==> src/sv/grid_cell_binner_3d_top_defines.svh <==
// Assertion macros shared by the grid cell binner RTL.
`ifndef GRID_CELL_BINNER_3D_TOP_DEFINES_SVH
`define GRID_CELL_BINNER_3D_TOP_DEFINES_SVH

// Same-cycle implication, clocked on clk and disabled in reset.
`define GCB_ASSERT_IMP(lbl, ante, cons, msg) \
  lbl: assert property (@(posedge clk) disable iff (rst) (ante) |-> (cons)) \
    else $error(msg);

// Next-cycle implication, clocked on clk and disabled in reset.
`define GCB_ASSERT_NXT(lbl, ante, cons, msg) \
  lbl: assert property (@(posedge clk) disable iff (rst) (ante) |=> (cons)) \
    else $error(msg);

`endif

==> src/sv/gcb_pkg.sv <==
// Types, constants and helper functions for the grid cell binner.
`timescale 1ns / 1ps
package gcb_pkg;

  localparam int STEP_W       = 31;
  localparam int CELLS_W      = 5;
  localparam int ID_W         = 32;
  localparam int RANK_W       = 32;
  localparam int CELL_INDEX_W = 12;
  localparam int CFG_INDEX_W  = 3;
  localparam int CFG_DATA_W   = 31;
  localparam int OUT_RAW_W    = CELL_INDEX_W + ID_W + RANK_W;
  localparam int OUT_W        = ((OUT_RAW_W + 7) / 8) * 8;

  localparam logic [CFG_INDEX_W-1:0] REG_STEP_X     = 3'd0;
  localparam logic [CFG_INDEX_W-1:0] REG_STEP_Y     = 3'd1;
  localparam logic [CFG_INDEX_W-1:0] REG_STEP_Z     = 3'd2;
  localparam logic [CFG_INDEX_W-1:0] REG_CELLS_X    = 3'd3;
  localparam logic [CFG_INDEX_W-1:0] REG_CELLS_Y    = 3'd4;
  localparam logic [CFG_INDEX_W-1:0] REG_CELLS_Z    = 3'd5;
  localparam logic [CFG_INDEX_W-1:0] REG_ORDER_MODE = 3'd6;

  localparam logic ORDER_X_FAST = 1'b0;

  typedef enum logic [2:0] {
    ST_IDLE,
    ST_DIV,
    ST_MUL1,
    ST_MUL2,
    ST_READ,
    ST_WRITE
  } state_t;

  typedef struct packed {
    logic load;
    logic step;
  } lane_ctl_t;

  typedef struct packed {
    logic mul1;
    logic mul2;
  } merge_ctl_t;

  typedef struct packed {
    logic rd_en;
    logic wr_en;
  } store_ctl_t;

  function automatic int idx_bits(input int n);
    return (n > 1) ? $clog2(n) : 1;
  endfunction

  // Quotient bits needed before the slot is clamped to the cell count.
  function automatic int quo_bits(input int m);
    int lim;
    lim = (m < 31) ? m : 31;
    return idx_bits(lim);
  endfunction

endpackage

==> src/sv/gcb_axis_lane.sv <==
// One axis lane: sign check, restoring division a bit per cycle, clamp to slot.
`timescale 1ns / 1ps
module gcb_axis_lane #(
  parameter int POS_WIDTH         = 32,
  parameter int MAX_CELLS_PER_DIM = 16
) (
  input  logic                                                  clk,
  input  gcb_pkg::lane_ctl_t                                    ctl,
  input  logic [POS_WIDTH-1:0]                                  pos,
  input  logic [gcb_pkg::STEP_W-1:0]                            step_cfg,
  input  logic [gcb_pkg::idx_bits(MAX_CELLS_PER_DIM+1)-1:0]     eff,
  output logic [gcb_pkg::idx_bits(MAX_CELLS_PER_DIM)-1:0]       slot
);
  import gcb_pkg::*;

  localparam int QB  = quo_bits(MAX_CELLS_PER_DIM);
  localparam int EW  = idx_bits(MAX_CELLS_PER_DIM + 1);
  localparam int SW  = idx_bits(MAX_CELLS_PER_DIM);
  localparam int XW  = EW + QB;
  localparam int CW  = ((POS_WIDTH > STEP_W + QB) ? POS_WIDTH : STEP_W + QB) + 1;

  logic          neg;
  logic          sat;
  logic [CW-1:0] rem;
  logic [CW-1:0] dvs;
  logic [QB-1:0] quo;
  logic          ge;

  assign ge = (rem >= dvs);

  always_ff @(posedge clk) begin
    if (ctl.load) begin
      neg <= pos[POS_WIDTH-1];
      sat <= (CW'(pos[POS_WIDTH-2:0]) >= (CW'(step_cfg) << QB));
      rem <= CW'(pos[POS_WIDTH-2:0]);
      dvs <= CW'(step_cfg) << (QB - 1);
      quo <= '0;
    end else if (ctl.step) begin
      if (ge) begin
        rem <= rem - dvs;
      end
      quo <= QB'({quo, ge});
      dvs <= dvs >> 1;
    end
  end

  always_comb begin
    if (neg) begin
      slot = '0;
    end else if (sat || (XW'(quo) >= XW'(eff))) begin
      slot = SW'(eff - 1'b1);
    end else begin
      slot = SW'(quo);
    end
  end

endmodule

==> config.mk <==
export PLATFORM = sky130hd
export DESIGN_NAME = gcb_axis_lane
export DESIGN_NICKNAME = d
export VERILOG_FILES = /design/src/sv/grid_cell_binner_3d_top_defines.svh /design/src/sv/gcb_pkg.sv /design/src/sv/gcb_axis_lane.sv
export SDC_FILE = /design/constraint.sdc
export NUM_CORES = 1
export LEC_CHECK = 0
export ABC_AREA = 1
export BUFFER_PORTS_ARGS = -buffer_cell sky130_fd_sc_hd__buf_2
export CORE_ASPECT_RATIO = 1.4
export CORE_MARGIN = 2
export CORE_UTILIZATION = 30
export CTS_CLUSTER_DIAMETER = 150
export CTS_CLUSTER_SIZE = 30
export DETAILED_ROUTE_END_ITERATION = 8
export PLACE_DENSITY = 0.5
export SYNTH_ARGS = -nofsm -noshare
export SYNTH_HDL_FRONTEND = slang
export SYNTH_SLANG_ARGS = --single-unit
==> constraint.sdc <==
create_clock -name clk -period 5.32 [get_ports clk]
set_clock_uncertainty 0.15 [all_clocks]
set_input_delay 0.266 -clock clk [delete_from_list [all_inputs] [get_ports clk]]
set_output_delay 0.266 -clock clk [all_outputs]
set_load 0.02 [all_outputs]
Word-level counts from Yosys, hierarchy flattened
Index checks and enable logic that the tools add are counted.
{"block": "totals", "ff_bits": 76, "out_inout_bits": 4, "wordCells": 24}
{"block": "classes", "addsub": 2, "order_cmp": 3, "mux": 7, "n_reduce_logical": 5}
{"cell": "$mux W31", "count": 3}
{"cell": "$mux W34", "count": 2}
{"cell": "$ge A36 B34 Y1", "count": 1}
{"cell": "$sub A36 B34 Y36", "count": 1}
{"cell": "$ge A31 B35 Y1", "count": 1}
{"cell": "$mux W4", "count": 2}
{"cell": "$ge A4 B5 Y1", "count": 1}
{"cell": "$reduce_and A2 Y1", "count": 2}
{"cell": "$reduce_bool A2 Y1", "count": 2}
{"cell": "$sub A4 B1 Y4 const B", "count": 1}
{"cell": "$logic_or A1 B1 Y1", "count": 1}

Depth between registers and ports, before layout
Gate-level depths: netlist (run 1).
{"block": "depth", "word_depth": 4, "mapped_depth": 15, "depth_no_buf": 15}

Worst setup path before layout (run 1)
Ideal clock, no wire load.
{"block": "synth_timing", "kind": "reg2reg", "from": "register rem[0]", "to": "register rem[0], enable pin", "t_arrival_ns": 2.318, "required_time_ns": 4.782, "path_slack_ns": 2.464, "stages_incl_launch_ff": 13, "path_buffers": 0, "synth_period_minus_slack_ns": 2.856, "cell_sequence": "edfxtp_1 inv_1 ha_1 fa_1 inv_1 nand3_1 nand3_1 nand4_1 nand3_2 nand2_1 nand2_2 nand2_2 nand2_1"}
{"block": "synth_between", "elab_chain_len": 3}
{"item": "start: declaration", "line": "gcb_axis_lane.sv:24", "text": "logic [CW-1:0] rem;"}
{"item": "start signal: assignment", "line": "gcb_axis_lane.sv:35", "text": "rem <= CW'(pos[POS_WIDTH-2:0]);"}
{"item": "start signal: assignment", "line": "gcb_axis_lane.sv:40", "text": "rem <= rem - dvs;"}
{"item": "$ge A36 B34 Y1", "line": "gcb_axis_lane.sv:29", "text": "assign ge = (rem >= dvs);"}
{"item": "$reduce_bool A2 Y1 (no source line)"}
{"item": "$reduce_and A2 Y1 (no source line)"}
No other way between the ends.
A chain may end at the register's enable or synchronous reset.

Worst setup path after layout (run 1)
{"block": "layout_timing", "from": "register rem[0]", "to": "register rem[25], enable pin"}
The elaborated chain is that of the path after synthesis.

==> impl_metrics.ini, run 1 <==
[logic_synthesis]
synth_nets = 1050
synth.ff_latch_count = 76
ys_types = 38
ys_seq_area_share_pct = 33.4
syn_inst = 912
yosys_warnings = 0
synth_area_um2 = 6470
avgSynthCellArea_um2 = 7.10

[floorplan]
ioPinCount = 75
die_w_um = 128
core_um2 = 21200
die_height_um = 178
num_rows = 63
start_util_pct = 30.5
dieArea_um2 = 22800

[cts]
clockBufferDepth = 2
path_clk_slew_ps = 60
cts_root_buf = clkbuf_16
cts_tree = built
ctsResizeCount = 0
cts_sinks = 76
clk_latency_ps = 360
numCtsBuffers = 9
h-tree-depth = 3

[critical_path]
worst-setup-path-type = reg -> reg
endpoint_kind = flip-flop
rr_startpoint = rem[0]
ff2ff_path_depth = 13
cp-start-kind = flip-flop
critPathRequiredTime_ps = 5200
timing.rr.end = rem[25]
crit_arrival_ps = 3160
cp_max_fo = 17
reg2reg_slack_ps = 2040

[sta]
worst_pin_slew_ps = 917
fin_crit_sh_pct = 61.6
fin_crit_ps = 3280
hold_viol = 0
setup_viol = 0
max_freq_ghz = 0.305
fin_setup_tns_ps = 0
rsz0062_at_grt = false
slew_headroom_pct = 38.9
slew_violations = 0

[power_and_ir_drop]
power_leakage_nw = 3.64
finalPower_mw = 3.46
powerDensity_nw_per_um2 = 464
peakVddDrop_mv = 0.177

[detailed_routing]
vias = 6045
final_antenna_net_count = 0
drc_errors = 0
dr.pass1.iters = 5
wire_per_inst_um = 15.6
vias_per_cell = 4.82
wirelength_mm = 19.5
drt_iter0_markers = 372

[placed_design]
hpwl_mm = 15.9
place.gp.congestion = 0.976
portBuffers = 74

[global_routing]
track_usage_pct = 17.9
grt_pass1_vias = 6041
grt-ovfl-total = 0
grt_max_degree = 47
antenna_found_initial = 0
grt_pass1_wl_mm = 31.4

[flow_run]
maxCapViolCount = 0

[hold_path]
min_path_type = in -> reg
min_from = step_cfg[30]
min_path_cells = 3
holdPathEnd = dvs[33]

[final_layout]
drive_gt1_share_pct = 13.0
antennaDiodeCount = 0
nets = 1126
layout_commonest_cell = nand2_1
fin_util_pct = 35.2
area_growth_pct = 15.2
final_cell_mix = nand2_1, inv_1, buf_2

[run_status]
status = completed
layout make-up:
cell class	instances	area [µm²]
clock buffers	11	275
clock inverters	5	30.0
fillers	2307	13700
inverters	154	578
multi-input cells	667	3670
flip-flops and latches	76	2160
well taps	260	325
repair buffers	80	418
report_power, final:
group / leakage (nW) / internal, mW / total [mW] / switching, mW
Clock: 0.156 / 0.372 / 0.638 / 0.267
Sequential: 0.760 / 0.846 / 0.901 / 0.0546
Combinational: 2.73 / 0.647 / 1.92 / 1.27
what timing repair did:
action                                 4_1_cts  5_1_grt
hold buffers                                 1        0
endpoints found under the hold margin        1        0
buffers inserted                             0        0
state kept, by name, summed over array words and instances (netlist names):
signal,count
dvs,34
neg,1
rem,36
sat,1
quo,4
how the worst max path moves through the flow:
stage          startpoint       to  slack [ps]  depth (start not counted)
2_1_floorplan      rem[0]   rem[0]        2460                         12
3_3_place_gp       rem[0]  rem[30]        2100                         13
3_5_place_dp       rem[0]  rem[30]        2030                         13
4_1_cts            rem[0]  rem[25]        2010                         13
5_1_grt            rem[0]  rem[25]        1790                         13
6_report           rem[0]  rem[25]        2040                         13
cells in the mapped netlist:
| master | n | area share, % |
|---|---|---|
| a21oi_1 | 56 | 4.3 |
| a21oi_2 | 1 | 0.14 |
| a31oi_1 | 1 | 0.097 |
| buf_2 | 5 | 0.39 |
| clkbuf_1 | 10 | 0.58 |
| clkinv_1 | 3 | 0.17 |
| dfxtp_1 | 12 | 3.7 |
| edfxtp_1 | 64 | 30 |
| fa_1 | 1 | 0.31 |
| ha_1 | 66 | 13 |
| inv_1 | 145 | 8.4 |
| inv_2 | 6 | 0.35 |
| nand2_1 | 264 | 15 |
| nand2_2 | 7 | 0.68 |
| nand3_1 | 53 | 4.1 |
| nand3_2 | 5 | 0.77 |
| nand3b_1 | 7 | 0.81 |
| nand4_1 | 10 | 0.97 |
| nor2_1 | 68 | 3.9 |
| nor2_2 | 6 | 0.58 |
| nor2_4 | 3 | 0.52 |
| nor3_1 | 12 | 0.93 |
| nor3_2 | 1 | 0.15 |
| nor4_1 | 3 | 0.29 |
| o211ai_1 | 1 | 0.12 |
| o21a_1 | 5 | 0.58 |
| o21ai_0 | 28 | 2.2 |
| o21ai_1 | 5 | 0.39 |
| o21ai_2 | 2 | 0.27 |
| o21bai_1 | 8 | 0.93 |
| o221ai_1 | 1 | 0.14 |
| o22ai_1 | 33 | 3.2 |
| o31ai_1 | 1 | 0.12 |
| or2_0 | 2 | 0.19 |
| or2_1 | 8 | 0.77 |
| or2_2 | 2 | 0.19 |
| xnor2_1 | 4 | 0.54 |
| xor2_1 | 3 | 0.41 |
logic make-up after synthesis:
family / count (synthesis) / share of synthesized area, %
flops: 76 / 33.4
fa+ha+maj: 67 / 13.1
simple gates: 451 / 30.2
buf+inv: 169 / 9.90
xor+xnor: 7 / 0.947
compound gates: 142 / 12.5
critical path, cell delays in order (launching register included):
cell	delay (ps)
edfxtp_1	320
inv_1	40
ha_1	230
fa_1	360
inv_1	140
nand3_1	90
nand3_1	150
nand4_1	140
nand3_2	140
nand2_1	70
nand2_2	80
nand2_2	80
nand2_1	540
buf_4	380
through the flow:
step	area [µm²]	setup slack (ps)	std cells	hold slack, ps
after detailed placement	7140	2030	1236	294
after global routing	7460	1790	1253	58.7
final	7460	2040	1253	46.0
after floorplan	6470	2460	912	215
after global placement	7140	2100	1236	292
after CTS	7460	2010	1253	44.3
routing by layer:
layer  vias to the layer above  GRT usage, %  wire (µm)
li1                       3164             -          -
met1                      2747          20.6       8220
met2                       103          32.8      10000
met3                        31          2.80        605
met4                         0          7.65        635
met5                         -             0          0
No activity file was read; power rests on OpenSTA's default activity.
==> run 2, diff against run 1 <==
Clock period 5.32 ns to 3.19 ns, I/O delays scaled along.
==> run 2 against run 1 <==
Via count increased by 2.0%. First-iteration DRC count down 23%. Wire length increased by 0.22%. Critical endpoint is now rem[23]. Largest cell class unchanged. Die area did not move. Critical path depth is the same. Final cell count rose by 2.8%.
==> impl_metrics.ini, run 2 (synthesis results as in run 1) <==
[detailed_routing]
vias = 6167
final_antenna_net_count = 0
wirelength_mm = 19.5
drt_iter0_markers = 288
vias_per_cell = 4.79
dr.pass1.iters = 4
wire_per_inst_um = 15.2
drc_errors = 0

[cts]
path_clk_slew_ps = 60
h-tree-depth = 3
numCtsBuffers = 9
cts_tree = built
clockBufferDepth = 2
cts_root_buf = clkbuf_16
ctsResizeCount = 0
clk_latency_ps = 350
cts_sinks = 76

[critical_path]
critical-path-max-stage-delay_ps = 360
crit_arrival_ps = 2580
slowest_stage = fa_1
cp_max_fo = 16
endpoint_kind = flip-flop
critPathRequiredTime_ps = 3070
worst-setup-path-type = reg -> reg
crit_chain = inv_1 -> ha_1 -> fa_1 -> inv_1 -> nand3_1 -> nand3_1 -> nand4_1 -> nand3_2 -> nand2_1 -> nand2_2 -> nand2_2 -> nand2_1 -> buf_4
cp-start-kind = flip-flop

[flow_run]
maxCapViolCount = 0

[sta]
whs_ps = 21.4
slew_violations = 0
max_freq_ghz = 0.371
fin_crit_sh_pct = 84.5
worst_pin_slew_ps = 745
hold_viol = 0
setup_viol = 0
fin_crit_ps = 2690
fin_setup_tns_ps = 0
slew_headroom_pct = 50.3
rsz0062_at_grt = false

[final_layout]
largest_reg_flops = 36
layout_commonest_cell = nand2_1
nets = 1161
antennaDiodeCount = 0
fin_util_pct = 36.8
top_regs = rem x36, dvs x34, quo x4
final_cell_mix = nand2_1, inv_1, buf_2
drive_gt1_share_pct = 12.7
regMostFlops = rem
area_growth_pct = 20.7

[power_and_ir_drop]
powerDensity_nw_per_um2 = 752
peakVddDrop_mv = 0.297
finalPower_mw = 5.87
power_leakage_nw = 3.78

[run_status]
status = completed

[global_routing]
antenna_found_initial = 0
grt_max_degree = 46
grt-ovfl-total = 0
track_usage_pct = 17.9
grt_pass1_wl_mm = 31.7
grt_pass1_vias = 6177

[floorplan]
ioPinCount = 75
core_um2 = 21200
die_w_um = 128
die_height_um = 178
dieArea_um2 = 22800
start_util_pct = 30.5
num_rows = 63

[hold_path]
min_path_type = in -> reg

[placed_design]
portBuffers = 74
place.gp.congestion = 0.948
hpwl_mm = 16.0
## run 2: cell types whose count changed in the layout (fill, tap and decap cells not counted), sizes merged
cell / change
bufinv: +2
clkbuf: -1
clkinvlp: +2
dlygate4sd3: +32
inv: -1
clkinv: -2
buf: +3
## run 2: area by class of cell
class	instances	area (µm²)
Sequential cell	76	2160
Clock buffer	10	229
Clock inverter	6	88.8
Tap cell	260	325
Fill cell	2281	13400
Multi-Input combinational cell	667	3670
Inverter	154	578
Timing Repair Buffer	115	761
## run 2: worst max-delay path: cells and delay by family (launching register included)
| kind | cells | cell delay (ps) |
|---|---|---|
| fa+ha+maj | 2 | 580 |
| simple gates | 8 | 860 |
| flops | 1 | 320 |
| buf+inv | 3 | 460 |
## run 2: repair_timing
item,4_1_cts,5_1_grt
hold endpoints to repair,33,0
setup endpoints to repair,0,0
setup buffers,0,0
hold buffers,33,0
## run 2: through the flow
stage / area [µm²] / std cells / worst slack (ps)
2_1_floorplan: 6470 / 912 / 334
3_3_place_gp: 7160 / 1239 / 573
3_5_place_dp: 7160 / 1239 / 509
4_1_cts: 7810 / 1288 / 490
5_1_grt: 7810 / 1288 / 227
6_report: 7810 / 1288 / 495
## run 2: path summary, 6_finish.rpt
check / start / end / slack [ps] / cells past startpoint
setup / recovery: rem[0] / rem[23] / 500 / 13
hold reg to reg: rem[32] / rem[32] / 330 / 2
hold / removal: pos[18] / rem[18] / 20 / 3
setup reg to reg: rem[0] / rem[23] / 500 / 13
## run 2: report_power, final
part	internal [mW]	switching, mW	total, mW
clock	0.686	0.438	1.12
combinational	1.11	2.14	3.25
sequential	1.41	0.0939	1.50
total	3.21	2.67	5.87
## run 2: layer usage
layer	share of wire (%)	global-route usage, %
met5	0	0
met4	3.8	7.83
met1	43	20.8
met2	51	32.8
met3	2.8	2.38
==> run 3, diff against run 2 <==
Clock period 3.19 ns to 2.65 ns, I/O delays scaled along.
==> run 3 against run 2 <==
Sequential power grew 21%. Sequential share of layout area shrank 0.15 points. Final area grew 0.53%. Largest cell class unchanged. Register-to-register slack lost 330 ps. Worst hold slack lost 6.5 ps. Power grew 17%. First-iteration DRC count grew 2.1%. Final cell count grew 0.39%. Global-route usage grew 0.10 points. Non-clock buffer count grew 6. Critical endpoint is now rem[14].
==> impl_metrics.ini, run 3 (synthesis results as in run 1) <==
[hold_path]
min_from = step_cfg[9]
min_path_type = in -> reg
holdPathEnd = dvs[12]
min_path_cells = 3

[final_layout]
drive_gt1_share_pct = 13.6
antennaDiodeCount = 0
fill_cells = 2280
largest_reg_flops = 36
regMostFlops = rem
layout_commonest_cell = nand2_1
area_growth_pct = 21.4
final_cell_mix = nand2_1, inv_1, buf_2
nets = 1167
top_regs = rem x36, dvs x34, quo x4
fin_area_um2 = 7850

[global_routing]
grt-ovfl-total = 0
grt_pass1_wl_mm = 31.7
track_usage_pct = 18.0
grt_max_degree = 46
antenna_found_initial = 0
grt_pass1_vias = 6286

[sta]
slew_violations = 0
fin_setup_tns_ps = 0
rsz0062_at_grt = false
fin_crit_sh_pct = 93.8
fin_crit_ps = 2490
worst_pin_slew_ps = 532
max_freq_ghz = 0.402
setup_viol = 0
hold_viol = 0
slew_headroom_pct = 64.5

[detailed_routing]
dr.pass1.iters = 4
vias_per_cell = 4.71
wire_per_inst_um = 15.2
drt_iter0_markers = 294
vias = 6096
wirelength_mm = 19.6
final_antenna_net_count = 0
drc_errors = 0

[cts]
h-tree-depth = 3
clockBufferDepth = 2
clk_latency_ps = 340
cts_sinks = 76
path_clk_slew_ps = 60
cts_root_buf = clkbuf_16
numCtsBuffers = 9
cts_tree = built

[critical_path]
critPathRequiredTime_ps = 2550
rr_startpoint = rem[0]
timing.rr.end = rem[14]
crit_arrival_ps = 2390
reg2reg_slack_ps = 160
worst-setup-path-type = reg -> reg
cp_max_fo = 18
ff2ff_path_depth = 13
cp-start-kind = flip-flop
endpoint_kind = flip-flop

[placed_design]
hpwl_mm = 16.1
portBuffers = 74
place.gp.congestion = 0.955
place_area_um2 = 7240

[floorplan]
start_util_pct = 30.5
die_height_um = 178
num_rows = 63
dieArea_um2 = 22800
core_um2 = 21200
die_w_um = 128
ioPinCount = 75

[power_and_ir_drop]
p_int_mw = 3.73
swShare_pct = 46.0
finalPower_mw = 6.90
seq_power_share_pct = 26.2
powerDensity_nw_per_um2 = 879
peakVddDrop_mv = 0.330
p_switching_mw = 3.18
pwr-share-comb_pct = 57.8
p_clk_share_pct = 16.1
power_leakage_nw = 3.80

[run_status]
status = completed

[flow_run]
maxCapViolCount = 0
[run 3: cell count changes in the layout (fill, tap and decap cells not counted), sizes merged]
cell         change
dlygate4sd3      +1
clkbuf           +2
bufinv           -2
clkinv           +1
buf              +5
clkinvlp         -2
[run 3: repair_timing]
| item | in CTS | in global routing |
|---|---|---|
| hold buffers | 34 | 0 |
| endpoints found under the setup margin | 0 | 29 |
| gates resized for setup | 0 | 6 |
| setup buffers | 0 | 0 |
| endpoints found under the hold margin | 34 | 0 |
[run 3: stage by stage]
step	utilization, %	cells	hold slack, ps	worst slack, ps
2_1_floorplan	-	912	81.4	83.5
3_3_place_gp	34.2	1244	160	131
3_5_place_dp	34.2	1244	163	126
4_1_cts	36.9	1293	5.55	116
5_1_grt	37.0	1293	29.0	3.65
6_report	37.0	1293	15.0	163
[run 3: area by class of cell]
| cell class | count | area, µm² | area share, % |
|---|---|---|---|
| inverter | 154 | 578 | 7.36 |
| tap | 260 | 325 | 4.14 |
| sequential | 76 | 2160 | 27.5 |
| multi-input combinational | 667 | 3690 | 47.0 |
| timing repair buffer | 121 | 846 | 10.8 |
| clock buffer | 12 | 236 | 3.01 |
| clock inverter | 3 | 15.0 | 0.191 |
[run 3: worst max-delay path: stages, from the launching register on]
cell and delay (ps):
edfxtp_1 320, inv_1 40, ha_1 220, fa_1 360, inv_1 80, nand3_1 70
nand3_1 160, nand4_1 130, nand3_2 120, nand2_1 70, nand2_2 90, nand2_2 80
nand2_2 120, buf_12 180
[run 3: metal layers]
metal  track usage [%]  share of wire, %  up-vias
met5                 0                 0        -
met4              5.17               1.9        0
met3              2.29               2.7       20
met2              34.9                53       75
met1              20.4                42     2760
li1                  -                 -     3241
[run 3: worst max path at each step]
stage | from | to | slack (ps) | depth (start not counted)
final | rem[0] | rem[14] | 160 | 13
after floorplan | rem[0] | rem[0] | 80 | 12
after global routing | dvs[31] | rem[8] | 4 | 13
after global placement | rem[0] | rem[24] | 130 | 13
after detailed placement | rem[0] | rem[24] | 130 | 13
after CTS | rem[0] | rem[24] | 120 | 13
[run 3: power by group through the flow]
stage / clock network [mW] / registers [mW] / logic, mW
floorplan: 0 / 1.80 / 2.86
global placement: 0 / 1.83 / 3.93
detailed placement: 0 / 1.83 / 3.94
CTS: 1.14 / 1.81 / 3.99
global route: 1.18 / 1.84 / 4.57
finish: 1.11 / 1.81 / 3.99
