File: src/sv/grid_cell_binner_3d_top_defines.svh
// Assertion macros shared by the grid cell binner RTL.
`ifndef GRID_CELL_BINNER_3D_TOP_DEFINES_SVH
`define GRID_CELL_BINNER_3D_TOP_DEFINES_SVH

// Same-cycle implication, clocked on clk and disabled in reset.
`define GCB_ASSERT_IMP(lbl, ante, cons, msg) \
  lbl: assert property (@(posedge clk) disable iff (rst) (ante) |-> (cons)) \
    else $error(msg);

// Next-cycle implication, clocked on clk and disabled in reset.
`define GCB_ASSERT_NXT(lbl, ante, cons, msg) \
  lbl: assert property (@(posedge clk) disable iff (rst) (ante) |=> (cons)) \
    else $error(msg);

`endif

File: src/sv/gcb_pkg.sv
// Types, constants and helper functions for the grid cell binner.
`timescale 1ns / 1ps
package gcb_pkg;

  localparam int STEP_W       = 31;
  localparam int CELLS_W      = 5;
  localparam int ID_W         = 32;
  localparam int RANK_W       = 32;
  localparam int CELL_INDEX_W = 12;
  localparam int CFG_INDEX_W  = 3;
  localparam int CFG_DATA_W   = 31;
  localparam int OUT_RAW_W    = CELL_INDEX_W + ID_W + RANK_W;
  localparam int OUT_W        = ((OUT_RAW_W + 7) / 8) * 8;

  localparam logic [CFG_INDEX_W-1:0] REG_STEP_X     = 3'd0;
  localparam logic [CFG_INDEX_W-1:0] REG_STEP_Y     = 3'd1;
  localparam logic [CFG_INDEX_W-1:0] REG_STEP_Z     = 3'd2;
  localparam logic [CFG_INDEX_W-1:0] REG_CELLS_X    = 3'd3;
  localparam logic [CFG_INDEX_W-1:0] REG_CELLS_Y    = 3'd4;
  localparam logic [CFG_INDEX_W-1:0] REG_CELLS_Z    = 3'd5;
  localparam logic [CFG_INDEX_W-1:0] REG_ORDER_MODE = 3'd6;

  localparam logic ORDER_X_FAST = 1'b0;

  typedef enum logic [2:0] {
    ST_IDLE,
    ST_DIV,
    ST_MUL1,
    ST_MUL2,
    ST_READ,
    ST_WRITE
  } state_t;

  typedef struct packed {
    logic load;
    logic step;
  } lane_ctl_t;

  typedef struct packed {
    logic mul1;
    logic mul2;
  } merge_ctl_t;

  typedef struct packed {
    logic rd_en;
    logic wr_en;
  } store_ctl_t;

  function automatic int idx_bits(input int n);
    return (n > 1) ? $clog2(n) : 1;
  endfunction

  // Quotient bits needed before the slot is clamped to the cell count.
  function automatic int quo_bits(input int m);
    int lim;
    lim = (m < 31) ? m : 31;
    return idx_bits(lim);
  endfunction

endpackage

File: src/sv/gcb_merge.sv
// Merge stage: combine the three axis slots into a linear cell index.
`timescale 1ns / 1ps
module gcb_merge #(
  parameter int MAX_CELLS_PER_DIM = 16
) (
  input  logic                                                        clk,
  input  gcb_pkg::merge_ctl_t                                         ctl,
  input  logic                                                        order_mode,
  input  logic [gcb_pkg::idx_bits(MAX_CELLS_PER_DIM)-1:0]             sx,
  input  logic [gcb_pkg::idx_bits(MAX_CELLS_PER_DIM)-1:0]             sy,
  input  logic [gcb_pkg::idx_bits(MAX_CELLS_PER_DIM)-1:0]             sz,
  input  logic [gcb_pkg::idx_bits(MAX_CELLS_PER_DIM+1)-1:0]           nx,
  input  logic [gcb_pkg::idx_bits(MAX_CELLS_PER_DIM+1)-1:0]           ny,
  input  logic [gcb_pkg::idx_bits(MAX_CELLS_PER_DIM+1)-1:0]           nz,
  output logic [gcb_pkg::idx_bits(MAX_CELLS_PER_DIM**3)-1:0]          idx
);
  import gcb_pkg::*;

  localparam int SW  = idx_bits(MAX_CELLS_PER_DIM);
  localparam int EW  = idx_bits(MAX_CELLS_PER_DIM + 1);
  localparam int T1W = idx_bits(MAX_CELLS_PER_DIM * MAX_CELLS_PER_DIM);
  localparam int IW  = idx_bits(MAX_CELLS_PER_DIM ** 3);

  logic [T1W-1:0] t1;
  logic [SW-1:0]  outer;
  logic [SW-1:0]  inner;
  logic [EW-1:0]  inner_n;

  always_comb begin
    if (order_mode == ORDER_X_FAST) begin
      outer   = sz;
      inner   = sx;
      inner_n = nx;
    end else begin
      outer   = sx;
      inner   = sz;
      inner_n = nz;
    end
  end

  always_ff @(posedge clk) begin
    if (ctl.mul1) begin
      t1 <= T1W'(T1W'(outer) * T1W'(ny) + T1W'(sy));
    end
    if (ctl.mul2) begin
      idx <= IW'(IW'(t1) * IW'(inner_n) + IW'(inner));
    end
  end

endmodule

File: config.mk
export PLATFORM = sky130hd
export DESIGN_NAME = gcb_merge
export DESIGN_NICKNAME = d
export VERILOG_FILES = /design/src/sv/grid_cell_binner_3d_top_defines.svh /design/src/sv/gcb_pkg.sv /design/src/sv/gcb_merge.sv
export SDC_FILE = /design/constraint.sdc
export NUM_CORES = 1
export LEC_CHECK = 0
export BUFFER_PORTS_ARGS = -buffer_cell sky130_fd_sc_hd__buf_4
export CELL_PAD_IN_SITES_DETAIL_PLACEMENT = 0
export CELL_PAD_IN_SITES_GLOBAL_PLACEMENT = 1
export CORE_MARGIN = 2
export CORE_UTILIZATION = 45
export CTS_CLUSTER_SIZE = 30
export DETAILED_ROUTE_END_ITERATION = 10
export PLACE_DENSITY_LB_ADDON = 0.15
export REMOVE_ABC_BUFFERS = 1
export SETUP_SLACK_MARGIN = 0.4
export SYNTH_ARGS = -nofsm -noshare
export SYNTH_HDL_FRONTEND = slang
export SYNTH_SLANG_ARGS = --single-unit
export TNS_END_PERCENT = 30
File: constraint.sdc
create_clock -name clk -period 5.41 [get_ports clk]
set_input_delay 0.2705 -clock clk [delete_from_list [all_inputs] [get_ports clk]]
set_output_delay 0.2705 -clock clk [all_outputs]
set_load 0.1 [all_outputs]
After elaboration in Yosys (flattened, before gate mapping)
Cells that the tools add are included.

Multiplexer cells: 3. $add $sub $neg: 2. Multiply operators: 2.

Operator list (number): adder 12 x 4 -> 12 bit (1); multiplier 8 x 5 -> 12 bit (1); adder 8 x 4 -> 8 bit (1); multiplier 4 x 5 -> 8 bit (1); 2-to-1 mux 4 bit (2); 2-to-1 mux 5 bit (1).

Register bits after elaboration: 20. Output and inout port bits: 12. Logic and storage cells: 9. Bits of input ports: 31.

Logic depth before layout (Yosys ltp)
Gate-level depths: netlist of the first run.

Depth in word-level cells: 3. Mapped depth: 14. Gate-level depth less buffers: 13.

Worst setup path after synthesis of the first run
Ideal clock, no wire load.

Path type: input to register. Start point: input order_mode. End point: register idx[11] in the netlist's numbering, data pin. Path slack: 1.592 ns. Arrival time: 3.558 ns. Stages: 13. Data required time: 5.150 ns. Path buffers: 1. Library setup time: 0.260 ns. Path through: buf_4 mux2_2 and2_1 fa_1 fa_1 inv_1 fa_1 inv_1 ha_1 nand3_1 o2111ai_1 a31oi_1 xnor2_1.

Longest elaborated chain between the ends: 3. Elaborated cells between the ends (all ways): 4. Those cells by class: add/sub: 1; mul: 1; mux: 2.

RTL lines: from (decl) (line gcb_merge.sv:8) `input logic order_mode,`; 2-to-1 mux 5 bit (line gcb_merge.sv:30) `if (order_mode == ORDER_X_FAST) begin`; multiplier 8 x 5 -> 12 bit (line gcb_merge.sv:46) `idx <= IW'(IW'(t1) * IW'(inner_n) + IW'(inner));`; adder 12 x 4 -> 12 bit (*) (line gcb_merge.sv:46); to (signal assigned) (line gcb_merge.sv:46); to (decl) (line gcb_merge.sv:15) `output logic [gcb_pkg::idx_bits(MAX_CELLS_PER_DIM**3)-1:0] idx`.

Every way passes the cells marked *; elsewhere a longest branch is shown, timed or not. A chain may end at the register's enable or synchronous reset.

Worst setup path in the final report of the first run
Ends and elaborated chain as after synthesis.

==> key figures, run 1 <==
Finish
  • Proportion of layout cells with a drive suffix above 1: 17.6%
  • Final cell utilization of the core: 54.7%
  • Multi-input logic area: 2010 µm²
  • Diodes inserted: 0
  • Filler cell count in the final layout: 553
  • Seq. cell area: 601 µm²
  • Layout overhead on the synthesized area: 15.8%
  • Final layout net count: 432

Synthesis
  • Share of async-settable or async-resettable flops after synthesis: 0%
  • Most frequently used flop master after synthesis: sky130_fd_sc_hd__edfxtp_1
  • Seq/Total Area, Yosys: 21.2%
  • Average cell area after synthesis: 9.93 µm²
  • Number of enable flip-flop cells after synthesis: 20
  • Synth Instances: 285
  • Multiplexer share of the synthesized area: 5.52%
  • Fraction of synthesized cell area taken by the top area cell type: 21.2%
  • Number of unique standard cell types used by synthesis: 35
  • Dominant combinational cell family by area after synthesis: adder cells
  • Netlist area before placement: 2830 µm²
  • Yosys warning total: 0
  • Most instantiated cells after synthesis: sky130_fd_sc_hd__inv_1 (57), sky130_fd_sc_hd__ha_1 (41), sky130_fd_sc_hd__fa_1 (29)
  • Simple-gate share of the synthesized area: 14.8%
  • Xor and xnor fraction of the mapped netlist area: 5.21%
  • Leading area contributor after synthesis: sky130_fd_sc_hd__edfxtp_1
  • Adder and majority cell fraction of the synthesized area: 38.6%
  • Post-synthesis compound-gate area fraction: 6.76%
  • Cell with the most instances after synthesis: sky130_fd_sc_hd__inv_1
  • Synth top area cells: sky130_fd_sc_hd__edfxtp_1 (21%), sky130_fd_sc_hd__fa_1 (21%), sky130_fd_sc_hd__ha_1 (18%)
  • Count of state elements after synthesis: 20

Critical path
  • Beginning of the worst register-to-register path: t1[4]
  • Largest fanout of any net on the critical path: 13
  • Type of origin of the critical path: primary input
  • Signal arrival time at the worst endpoint: 3.78 ns
  • Worst setup EP type: flip-flop
  • Source of the critical timing path: order_mode
  • Class of the most critical setup path: in2reg
  • Endpoint required time on the critical path: 5.42 ns
  • Register-to-register setup slack: 1.76 ns

Routing
  • Number of antenna-violating nets in the routed design: 0
  • First DRT Iteration DRCs: 52
  • Post-DR vias/cell: 4.85
  • WL per Instance: 12.2 µm
  • First drt pass iteration count: 4
  • Vias after detailed routing: 1965
  • Final routed wirelength across all metal layers: 4940 µm
  • Remaining routing DRC violations: 0

Clock network
  • Total clock sinks: 20
  • Clk Latency, worst-skew pair: 0.26 ns
  • CTS root buffer: sky130_fd_sc_hd__clkbuf_8
  • Maximum level of the CTS H-tree: 1
  • Post-CTS Hold Fix Bufs: 0
  • Gates resized, CTS repair: 0
  • Clock tree from TritonCTS: done
  • Setup Buffers After CTS: 0
  • Buffer depth of the longest clock path: 2
  • Reg clk slew, reported paths: 0.08 ns
  • Cts bufs inserted: 3

Timing
  • Final setup violation count: 0
  • Final critical path time including I/O delays and setup: 3.78 ns
  • Maximum frequency from static timing analysis: 265 MHz
  • Hold violation count in the final report: 0
  • Worst relative slew slack: 71.3%
  • WHS: 0.290 ns
  • Unrepaired setup endpoints after global routing: no
  • Worst clock skew: 0.00638 ns
  • Number of slew-limit violations in the final report: 0
  • Post-route clock period utilization: 69.8%
  • Transition at the pin with the smallest max-transition slack: 0.423 ns
  • Accumulated negative setup slack: 0 ns

Placement
  • Half-perimeter wire length after placement: 4370 µm
  • Count of input and output buffers: 42
  • RD Place Congestion: 0.803

Global route
  • Largest net degree at the start of global routing: 14
  • Antenna violations before repair: 0
  • Global-route total usage across every layer: 15.0%
  • Vias in the first global route: 2042
  • Sum of overflow across all layers after global routing: 0
  • First-pass GRT wire length: 8690 µm

Floorplanning
  • I/O pins: 43
  • Row Count: 28
  • Standard cell core area: 5990 µm²
  • Initial standard-cell utilization of the core: 47.3%
  • Total Die Area: 6940 µm²
  • Die boundary height: 83.3 µm
  • Horizontal die dimension: 83.3 µm

Worst hold path
  • Startpoint of the lowest-slack hold path: ctl[1]
  • Min-delay worst type: in2reg

Flow run
  • Max-cap violation count: 0

Status
  • Run status: completed
[worst paths after layout]
| check | to | cells past startpoint |
|---|---|---|
| max reg2reg | idx[10] | 12 |
| max | idx[11] | 13 |
| min reg2reg | idx[0] | 2 |
| min | t1[0] | 1 |
[cell families (layout without fill, tap and decap cells)]
kind of cell,count (synthesis),count (layout)
and+or+nand+nor,78,78
adders and majority gates,70,70
buffers and inverters,58,103
AOI/OAI and AO/OA,30,30
DFF,20,20
xor gates and xnor gates,16,16
muxes,13,13
[registers in the layout, summed over array words and instances (netlist names)]
| register | flops |
|---|---|
| idx | 12 |
| t1 | 8 |
[cell usage in the layout, fill, tap and decap left out, types with 8 or more instances in the layout]
master	netlist	final
sky130_fd_sc_hd__ha_1	41	41
sky130_fd_sc_hd__and2_1	22	22
sky130_fd_sc_hd__nor2b_1	12	12
sky130_fd_sc_hd__fa_1	29	29
sky130_fd_sc_hd__xnor2_1	11	11
sky130_fd_sc_hd__buf_4	1	42
sky130_fd_sc_hd__a21oi_1	8	8
sky130_fd_sc_hd__nand2_1	24	24
sky130_fd_sc_hd__inv_1	57	57
sky130_fd_sc_hd__edfxtp_1	20	20
[metrics by stage]
stage | setup WS [ns] | instances | area [µm²]
6_report | 1.63 | 405 | 3280
5_1_grt | 1.42 | 405 | 3280
4_1_cts | 1.62 | 405 | 3280
3_5_place_dp | 1.34 | 401 | 3230
3_3_place_gp | 1.42 | 401 | 3230
2_1_floorplan | 1.79 | 284 | 2820
[metal layers]
| layer | global-route usage (%) | share of wire (%) |
|---|---|---|
| met5 | 0 | 0 |
| met4 | 3.58 | 0.87 |
| met3 | 1.49 | 2.3 |
| met2 | 29.0 | 53 |
| met1 | 17.7 | 44 |
[cell type report]
type / count / area share (%)
Clock buffer: 3 / 1.26
Clock inverter: 1 / 0.115
Multi-Input combinational cell: 207 / 61.3
Sequential cell: 20 / 18.3
Inverter: 57 / 6.53
Timing Repair Buffer: 42 / 9.62
Tap cell: 75 / 2.86
[critical path, cell delays in order]
cell and delay, ns:
sky130_fd_sc_hd__buf_4 0.20, sky130_fd_sc_hd__mux2_2 0.42, sky130_fd_sc_hd__and2_1 0.19, sky130_fd_sc_hd__fa_1 0.48
sky130_fd_sc_hd__fa_1 0.54, sky130_fd_sc_hd__inv_1 0.05, sky130_fd_sc_hd__fa_1 0.52, sky130_fd_sc_hd__inv_1 0.04
sky130_fd_sc_hd__ha_1 0.36, sky130_fd_sc_hd__nand3_1 0.11, sky130_fd_sc_hd__o2111ai_1 0.29, sky130_fd_sc_hd__a31oi_1 0.15
sky130_fd_sc_hd__xnor2_1 0.15
Power of run 1 is not shown: default switching activity piles up to over one toggle a cycle in this logic, so the estimate is an artifact.
==> inputs of run 2 (changes only) <==
--- a/config.mk
+++ b/config.mk
@@ -9,7 +9,7 @@
 export CELL_PAD_IN_SITES_DETAIL_PLACEMENT = 0
 export CELL_PAD_IN_SITES_GLOBAL_PLACEMENT = 1
 export CORE_MARGIN = 2
-export CORE_UTILIZATION = 45
+export CORE_UTILIZATION = 41
 export CTS_CLUSTER_SIZE = 30
 export DETAILED_ROUTE_END_ITERATION = 10
 export PLACE_DENSITY_LB_ADDON = 0.15
==> constraint.sdc (replaced) <==
create_clock -name clk -period 3.43 [get_ports clk]
set_input_delay 0.1715 -clock clk [delete_from_list [all_inputs] [get_ports clk]]
set_output_delay 0.1715 -clock clk [all_outputs]
set_load 0.1 [all_outputs]
==> run 2 against run 1 <==
Cell area is 21% higher; register-to-register slack worse by 1.6 ns; critical path depth is 2 lower; worst hold slack worse by 0.11 ns; final cell count is 12% higher; wire length is 17% higher; critical path type is now reg2reg.
==> key figures, run 2 (synthesized netlist as in run 1, its figures left out) <==
Timing
  • Transition at the pin with the smallest max-transition slack: 0.299 ns (-0.124 ns)
  • Final critical path time including I/O delays and setup: 3.25 ns
  • Number of slew-limit violations in the final report: 0 (unchanged)
  • Hold violation count in the final report: 0 (unchanged)
  • Worst clock skew: 0.000610 ns (-0.00577 ns)
  • Post-route clock period utilization: 94.8%
  • Maximum frequency from static timing analysis: 308 MHz
  • Worst relative slew slack: 79.6% (+8.4 points)
  • Unrepaired setup endpoints after global routing: yes
  • Final setup violation count: 0 (unchanged)
  • Final worst setup slack: 0.179 ns (-1.46 ns)

Critical path
  • Kind of cell adding the most delay to the critical path: adder cells
  • Crit path buffers/inverters: 2 (-1)
  • Register-to-register setup slack: 0.18 ns (-1.58 ns)
  • Class of the most critical setup path: reg2reg
  • Signal arrival time at the worst endpoint: 3.27 ns (-0.51 ns)
  • Cells on worst reg2reg path: 11 (-1)
  • CP max-delay cell: sky130_fd_sc_hd__fa_1
  • Cells along the critical path: and2_4 > fa_2 > fa_1 > inv_1 > fa_1 > inv_2 > ha_4 > nand3_4 > o2111ai_2 > a31oi_1 > xnor2_1
  • Endpoint required time on the critical path: 3.45 ns (-1.97 ns)
  • Worst setup EP type: flip-flop
  • Delay of the slowest cell on the worst path: 0.48 ns (-0.06 ns)
  • Crit path top cell by count: sky130_fd_sc_hd__fa_1
  • Levels on crit path: 11 (-2)
  • Type of origin of the critical path: flip-flop
  • Largest fanout of any net on the critical path: 5 (-8)

Floorplanning
  • Total Die Area: 7590 µm² (+9.3%)
  • Standard cell core area: 6760 µm² (+13%)
  • Row Count: 30 (+7.1%)
  • I/O pins: 43 (unchanged)
  • Die boundary height: 87.1 µm (+4.5%)
  • Initial standard-cell utilization of the core: 41.9% (-5.4 points)
  • Horizontal die dimension: 87.1 µm (+4.5%)

Global route
  • Global-route total usage across every layer: 16.6% (+1.6 points)
  • Largest net degree at the start of global routing: 13 (-1)
  • Sum of overflow across all layers after global routing: 0 (unchanged)
  • First-pass GRT wire length: 10100 µm (+16%)
  • Antenna violations before repair: 0 (unchanged)
  • Vias in the first global route: 2323 (+14%)

Clock network
  • CTS root buffer: sky130_fd_sc_hd__clkbuf_8
  • Cts bufs inserted: 3 (unchanged)
  • Maximum level of the CTS H-tree: 1 (unchanged)
  • Post-CTS Hold Fix Bufs: 0 (unchanged)
  • Buffer depth of the longest clock path: 2 (unchanged)
  • Clock tree from TritonCTS: done
  • Reg clk slew, reported paths: 0.08 ns (about the same)
  • Clk Latency, worst-skew pair: 0.26 ns (about the same)
  • Total clock sinks: 20 (unchanged)

Placement
  • DP Worst Slack: -0.358 ns (-1.70 ns)
  • RD Place Congestion: 0.788 (-1.8%)
  • Count of placed standard cells including taps: 446 (+11%)
  • Half-perimeter wire length after placement: 4790 µm (+9.7%)
  • Count of input and output buffers: 42 (unchanged)

Routing
  • Number of antenna-violating nets in the routed design: 0 (unchanged)
  • Remaining routing DRC violations: 0 (unchanged)
  • First drt pass iteration count: 4 (unchanged)
  • Final routed wirelength across all metal layers: 5790 µm (+17%)
  • WL per Instance: 12.7 µm (+4.3%)
  • First DRT Iteration DRCs: 48 (-7.7%)
  • Post-DR vias/cell: 4.81 (-0.84%)
  • Vias after detailed routing: 2189 (+11%)

Finish
  • Non-filler cells in the finished layout: 455 (+12%)
  • Final cell utilization of the core: 58.9% (+4.1 points)
  • Register containing the most flip-flops in the final layout: idx
  • Proportion of layout cells with a drive suffix above 1: 39.7% (+22 points)
  • Most common library cell in the layout ignoring fill and taps: sky130_fd_sc_hd__buf_4
  • Final layout net count: 477 (+10%)
  • Layout overhead on the synthesized area: 40.4%
  • Commonest cells after routing, fill and taps aside: sky130_fd_sc_hd__buf_4 (79), sky130_fd_sc_hd__inv_1 (50), sky130_fd_sc_hd__ha_1 (27), sky130_fd_sc_hd__fa_1 (25), sky130_fd_sc_hd__nand2_1 (21)
  • Largest registers: idx: 12 flops, t1: 8 flops
  • Diodes inserted: 0 (unchanged)
  • Number of flip-flops under the largest register name: 12 (unchanged)

Status
  • Run status: completed

Worst hold path
  • Hold Path Depth: 1 (unchanged)
  • Min-delay worst type: in2reg

Flow run
  • Max-cap violation count: 0 (unchanged)
==> run 2: changes by cell type in the layout (fill, tap and decap cells not counted), moves of 4 or more <==
cell / before / now
sky130_fd_sc_hd__ha_4: 0 / 12
sky130_fd_sc_hd__buf_4: 42 / 79
sky130_fd_sc_hd__mux2_2: 7 / 3
sky130_fd_sc_hd__inv_2: 0 / 7
sky130_fd_sc_hd__fa_2: 0 / 4
sky130_fd_sc_hd__a21oi_2: 0 / 4
sky130_fd_sc_hd__a21oi_1: 8 / 3
sky130_fd_sc_hd__mux2_4: 2 / 6
sky130_fd_sc_hd__ha_1: 41 / 27
sky130_fd_sc_hd__fa_1: 29 / 25
sky130_fd_sc_hd__inv_1: 57 / 50
sky130_fd_sc_hd__buf_6: 0 / 6
==> run 2: final cells by class <==
class,count,area (µm²)
clock buffers,3,41.3
well taps,80,100
fillers,584,2780
inverters,57,214
clock inverters,1,3.75
multi-input cells,207,2320
repair buffers,87,696
flip-flops and latches,20,601
==> run 2: routing by layer <==
layer / vias up / global-route usage [%] / share of wire, %
li1: 1110 / - / -
met1: 1037 / 19.2 / 41
met2: 36 / 32.1 / 55
met3: 6 / 2.09 / 2.5
met4: 0 / 3.78 / 1.2
met5: - / 0 / 0
==> run 2: metrics by stage <==
stage | instance area, µm² | setup TNS [ns] | hold WS, ns
2_1_floorplan | 2820 | -0.191 | 0.284
3_3_place_gp | 3550 | -2.01 | 0.462
3_5_place_dp | 3550 | -2.27 | 0.462
4_1_cts | 3930 | 0 | 0.184
5_1_grt | 3980 | 0 | 0.191
6_report | 3980 | 0 | 0.184
==> run 2: path summary, 6_finish.rpt <==
kind                from  endpoint
setup / recovery   t1[4]   idx[11]
hold / removal    ctl[1]     t1[0]
setup reg to reg   t1[4]   idx[11]
hold reg to reg    t1[0]    idx[0]
==> run 2: worst reg2reg max path: stages (launching register included) <==
cell	delay [ns]
sky130_fd_sc_hd__edfxtp_1	0.45
sky130_fd_sc_hd__and2_4	0.20
sky130_fd_sc_hd__fa_2	0.46
sky130_fd_sc_hd__fa_1	0.48
sky130_fd_sc_hd__inv_1	0.05
sky130_fd_sc_hd__fa_1	0.49
sky130_fd_sc_hd__inv_2	0.04
sky130_fd_sc_hd__ha_4	0.30
sky130_fd_sc_hd__nand3_4	0.08
sky130_fd_sc_hd__o2111ai_2	0.19
sky130_fd_sc_hd__a31oi_1	0.13
sky130_fd_sc_hd__xnor2_1	0.14
==> run 2: what timing repair did <==
action,4_1_cts,5_1_grt
gates resized for setup,61,8
pin swaps,50,7
endpoints found under the setup margin,12,11
setup buffers,4,1
Power of run 2 is left out for the same reason.
==> inputs of run 3 (changes only) <==
--- a/config.mk
+++ b/config.mk
@@ -6,10 +6,8 @@
 export NUM_CORES = 1
 export LEC_CHECK = 0
 export BUFFER_PORTS_ARGS = -buffer_cell sky130_fd_sc_hd__buf_4
-export CELL_PAD_IN_SITES_DETAIL_PLACEMENT = 0
-export CELL_PAD_IN_SITES_GLOBAL_PLACEMENT = 1
 export CORE_MARGIN = 2
-export CORE_UTILIZATION = 41
+export CORE_UTILIZATION = 45
 export CTS_CLUSTER_SIZE = 30
 export DETAILED_ROUTE_END_ITERATION = 10
 export PLACE_DENSITY_LB_ADDON = 0.15
==> run 3 against run 2 <==
Register-to-register slack got worse by 0.03 ns; sequential cell count did not move; wire length rose by 0.33%.
==> key figures, run 3 (synthesized netlist as in run 1, its figures left out) <==
Routing
  • First drt pass iteration count: 5 (+1)
  • Vias after detailed routing: 2241 (+2.4%)
  • Highest Signal Layer: met4
  • Post-DR vias/cell: 4.97 (+3.3%)
  • Remaining routing DRC violations: 0 (unchanged)
  • Final routed wirelength across all metal layers: 5810 µm (+0.33%)
  • Met3 WL: 126 µm (-14%)
  • DRT met1 WL: 2310 µm (-3.1%)
  • WL per Instance: 12.9 µm (+1.2%)
  • First DRT Iteration DRCs: 30 (-38%)
  • Number of antenna-violating nets in the routed design: 0 (unchanged)
  • Detailed-routed wire length on met2: 3170 µm (-0.50%)

Placement
  • DP Worst Slack: -0.326 ns (+0.0315 ns)
  • Half-perimeter wire length after placement: 4720 µm (-1.4%)
  • Count of input and output buffers: 42 (unchanged)
  • RD Place Congestion: 0.798 (+1.2%)
  • Placed Instance Area: 3550 µm² (-0.18%)

Floorplanning
  • Total Die Area: 6940 µm² (-8.5%)
  • Row Count: 28 (-6.7%)
  • Standard cell core area: 5990 µm² (-11%)
  • I/O pins: 43 (unchanged)
  • Initial standard-cell utilization of the core: 47.3% (+5.4 points)
  • Die boundary height: 83.3 µm (-4.3%)
  • Horizontal die dimension: 83.3 µm (-4.3%)

Finish
  • Final design instance area without fill: 3960 µm² (-0.31%)
  • Commonest cells after routing, fill and taps aside: sky130_fd_sc_hd__buf_4 (81), sky130_fd_sc_hd__inv_1 (47), sky130_fd_sc_hd__ha_1 (30), sky130_fd_sc_hd__fa_1 (24), sky130_fd_sc_hd__nand2_1 (22)
  • Diodes inserted: 0 (unchanged)
  • Seq. cell area: 601 µm² (unchanged)
  • Filler cell count in the final layout: 478 (-18%)
  • Proportion of layout cells with a drive suffix above 1: 41.2% (+1.5 points)
  • Register containing the most flip-flops in the final layout: idx
  • Final layout net count: 479 (+0.42%)
  • Number of flip-flops under the largest register name: 12 (unchanged)
  • Layout overhead on the synthesized area: 40.0%
  • Most common library cell in the layout ignoring fill and taps: sky130_fd_sc_hd__buf_4
  • Multi-input logic area: 2290 µm² (-1.1%)
  • Largest registers: idx: 12 flops, t1: 8 flops

Worst hold path
  • Min-delay worst type: in2reg
  • Startpoint of the lowest-slack hold path: ctl[1]

Clock network
  • Reg clk slew, reported paths: 0.08 ns (about the same)
  • Total clock sinks: 20 (unchanged)
  • Maximum level of the CTS H-tree: 1 (unchanged)
  • Clock tree from TritonCTS: done
  • Clk Latency, worst-skew pair: 0.26 ns (about the same)
  • Post-CTS Hold Fix Bufs: 0 (unchanged)
  • Buffer depth of the longest clock path: 2 (unchanged)
  • CTS root buffer: sky130_fd_sc_hd__clkbuf_8
  • Cts bufs inserted: 3 (unchanged)

Flow run
  • Max-cap violation count: 0 (unchanged)

Critical path
  • Endpoint required time on the critical path: 3.50 ns (+0.05 ns)
  • Source of the critical timing path: t1[3]
  • Worst setup EP type: flip-flop
  • Class of the most critical setup path: reg2reg
  • Signal arrival time at the worst endpoint: 3.36 ns (+0.09 ns)
  • Largest fanout of any net on the critical path: 4 (-1)
  • Type of origin of the critical path: flip-flop
  • Beginning of the worst register-to-register path: t1[3]

Global route
  • First-pass GRT wire length: 10000 µm (-0.55%)
  • Antenna violations before repair: 0 (unchanged)
  • Sum of overflow across all layers after global routing: 0 (unchanged)
  • Vias in the first global route: 2384 (+2.6%)
  • Largest net degree at the start of global routing: 13 (unchanged)
  • Global-route total usage across every layer: 17.6% (+1.0 points)

Timing
  • Final setup violation count: 0 (unchanged)
  • Final worst setup slack: 0.150 ns (-0.0298 ns)
  • Hold violation count in the final report: 0 (unchanged)
  • Worst relative slew slack: 80.6% (+1.0 points)
  • Number of slew-limit violations in the final report: 0 (unchanged)
  • Worst clock skew: 0.00484 ns (+0.00423 ns)
  • Final critical path time including I/O delays and setup: 3.28 ns (+0.0298 ns)
  • Transition at the pin with the smallest max-transition slack: 0.288 ns (-0.0108 ns)
  • Maximum frequency from static timing analysis: 305 MHz (-0.91%)
  • WHS: 0.185 ns (+0.000173 ns)
  • Unrepaired setup endpoints after global routing: yes
  • Post-route clock period utilization: 95.6% (+0.87 points)

Status
  • Run status: completed
## run 3: final timing paths
path / endpoint / cells after the start / slack (ns)
max: idx[10] / 11 / 0.15
min: t1[0] / 1 / 0.18
max reg2reg: idx[10] / 11 / 0.15
min reg2reg: idx[0] / 3 / 0.83
## run 3: metrics by stage
step,utilization [%],setup TNS [ns],cells
after floorplan,-,-0.191,284
after global placement,59.2,-1.76,441
after detailed placement,59.2,-2.15,441
after CTS,65.9,0,451
after global routing,66.2,0,451
final,66.2,0,451
## run 3: cell type report
type                            count  share of cell area (%)
Sequential cell                    20                    15.2
Tap cell                           75                    2.37
Clock buffer                        3                    1.04
Inverter                           57                    5.40
Multi-Input combinational cell    207                    57.9
Timing Repair Buffer               89                    18.2
## run 3: layer usage
| metal | GRT usage (%) | vias to the layer above |
|---|---|---|
| li1 | - | 1115 |
| met1 | 19.0 | 1057 |
| met2 | 35.3 | 46 |
| met3 | 1.29 | 23 |
| met4 | 6.11 | 0 |
| met5 | 0 | - |
## run 3: worst max-delay path: stages, from the launching register on
cell and delay [ns]:
sky130_fd_sc_hd__edfxtp_1 0.41, sky130_fd_sc_hd__buf_6 0.15, sky130_fd_sc_hd__and2_4 0.13, sky130_fd_sc_hd__fa_2 0.54, sky130_fd_sc_hd__fa_1 0.44, sky130_fd_sc_hd__fa_1 0.49, sky130_fd_sc_hd__ha_4 0.32, sky130_fd_sc_hd__inv_1 0.05
sky130_fd_sc_hd__o21ai_1 0.12, sky130_fd_sc_hd__buf_4 0.14, sky130_fd_sc_hd__nand2_1 0.05, sky130_fd_sc_hd__o311ai_1 0.26
## run 3: repair_timing
item,4_1_cts,5_1_grt
gates resized for setup,65,7
setup endpoints to repair,12,12
cloned,0,0
setup buffers,7,0
pin swaps,55,12
Power of run 3 is left out for the same reason.
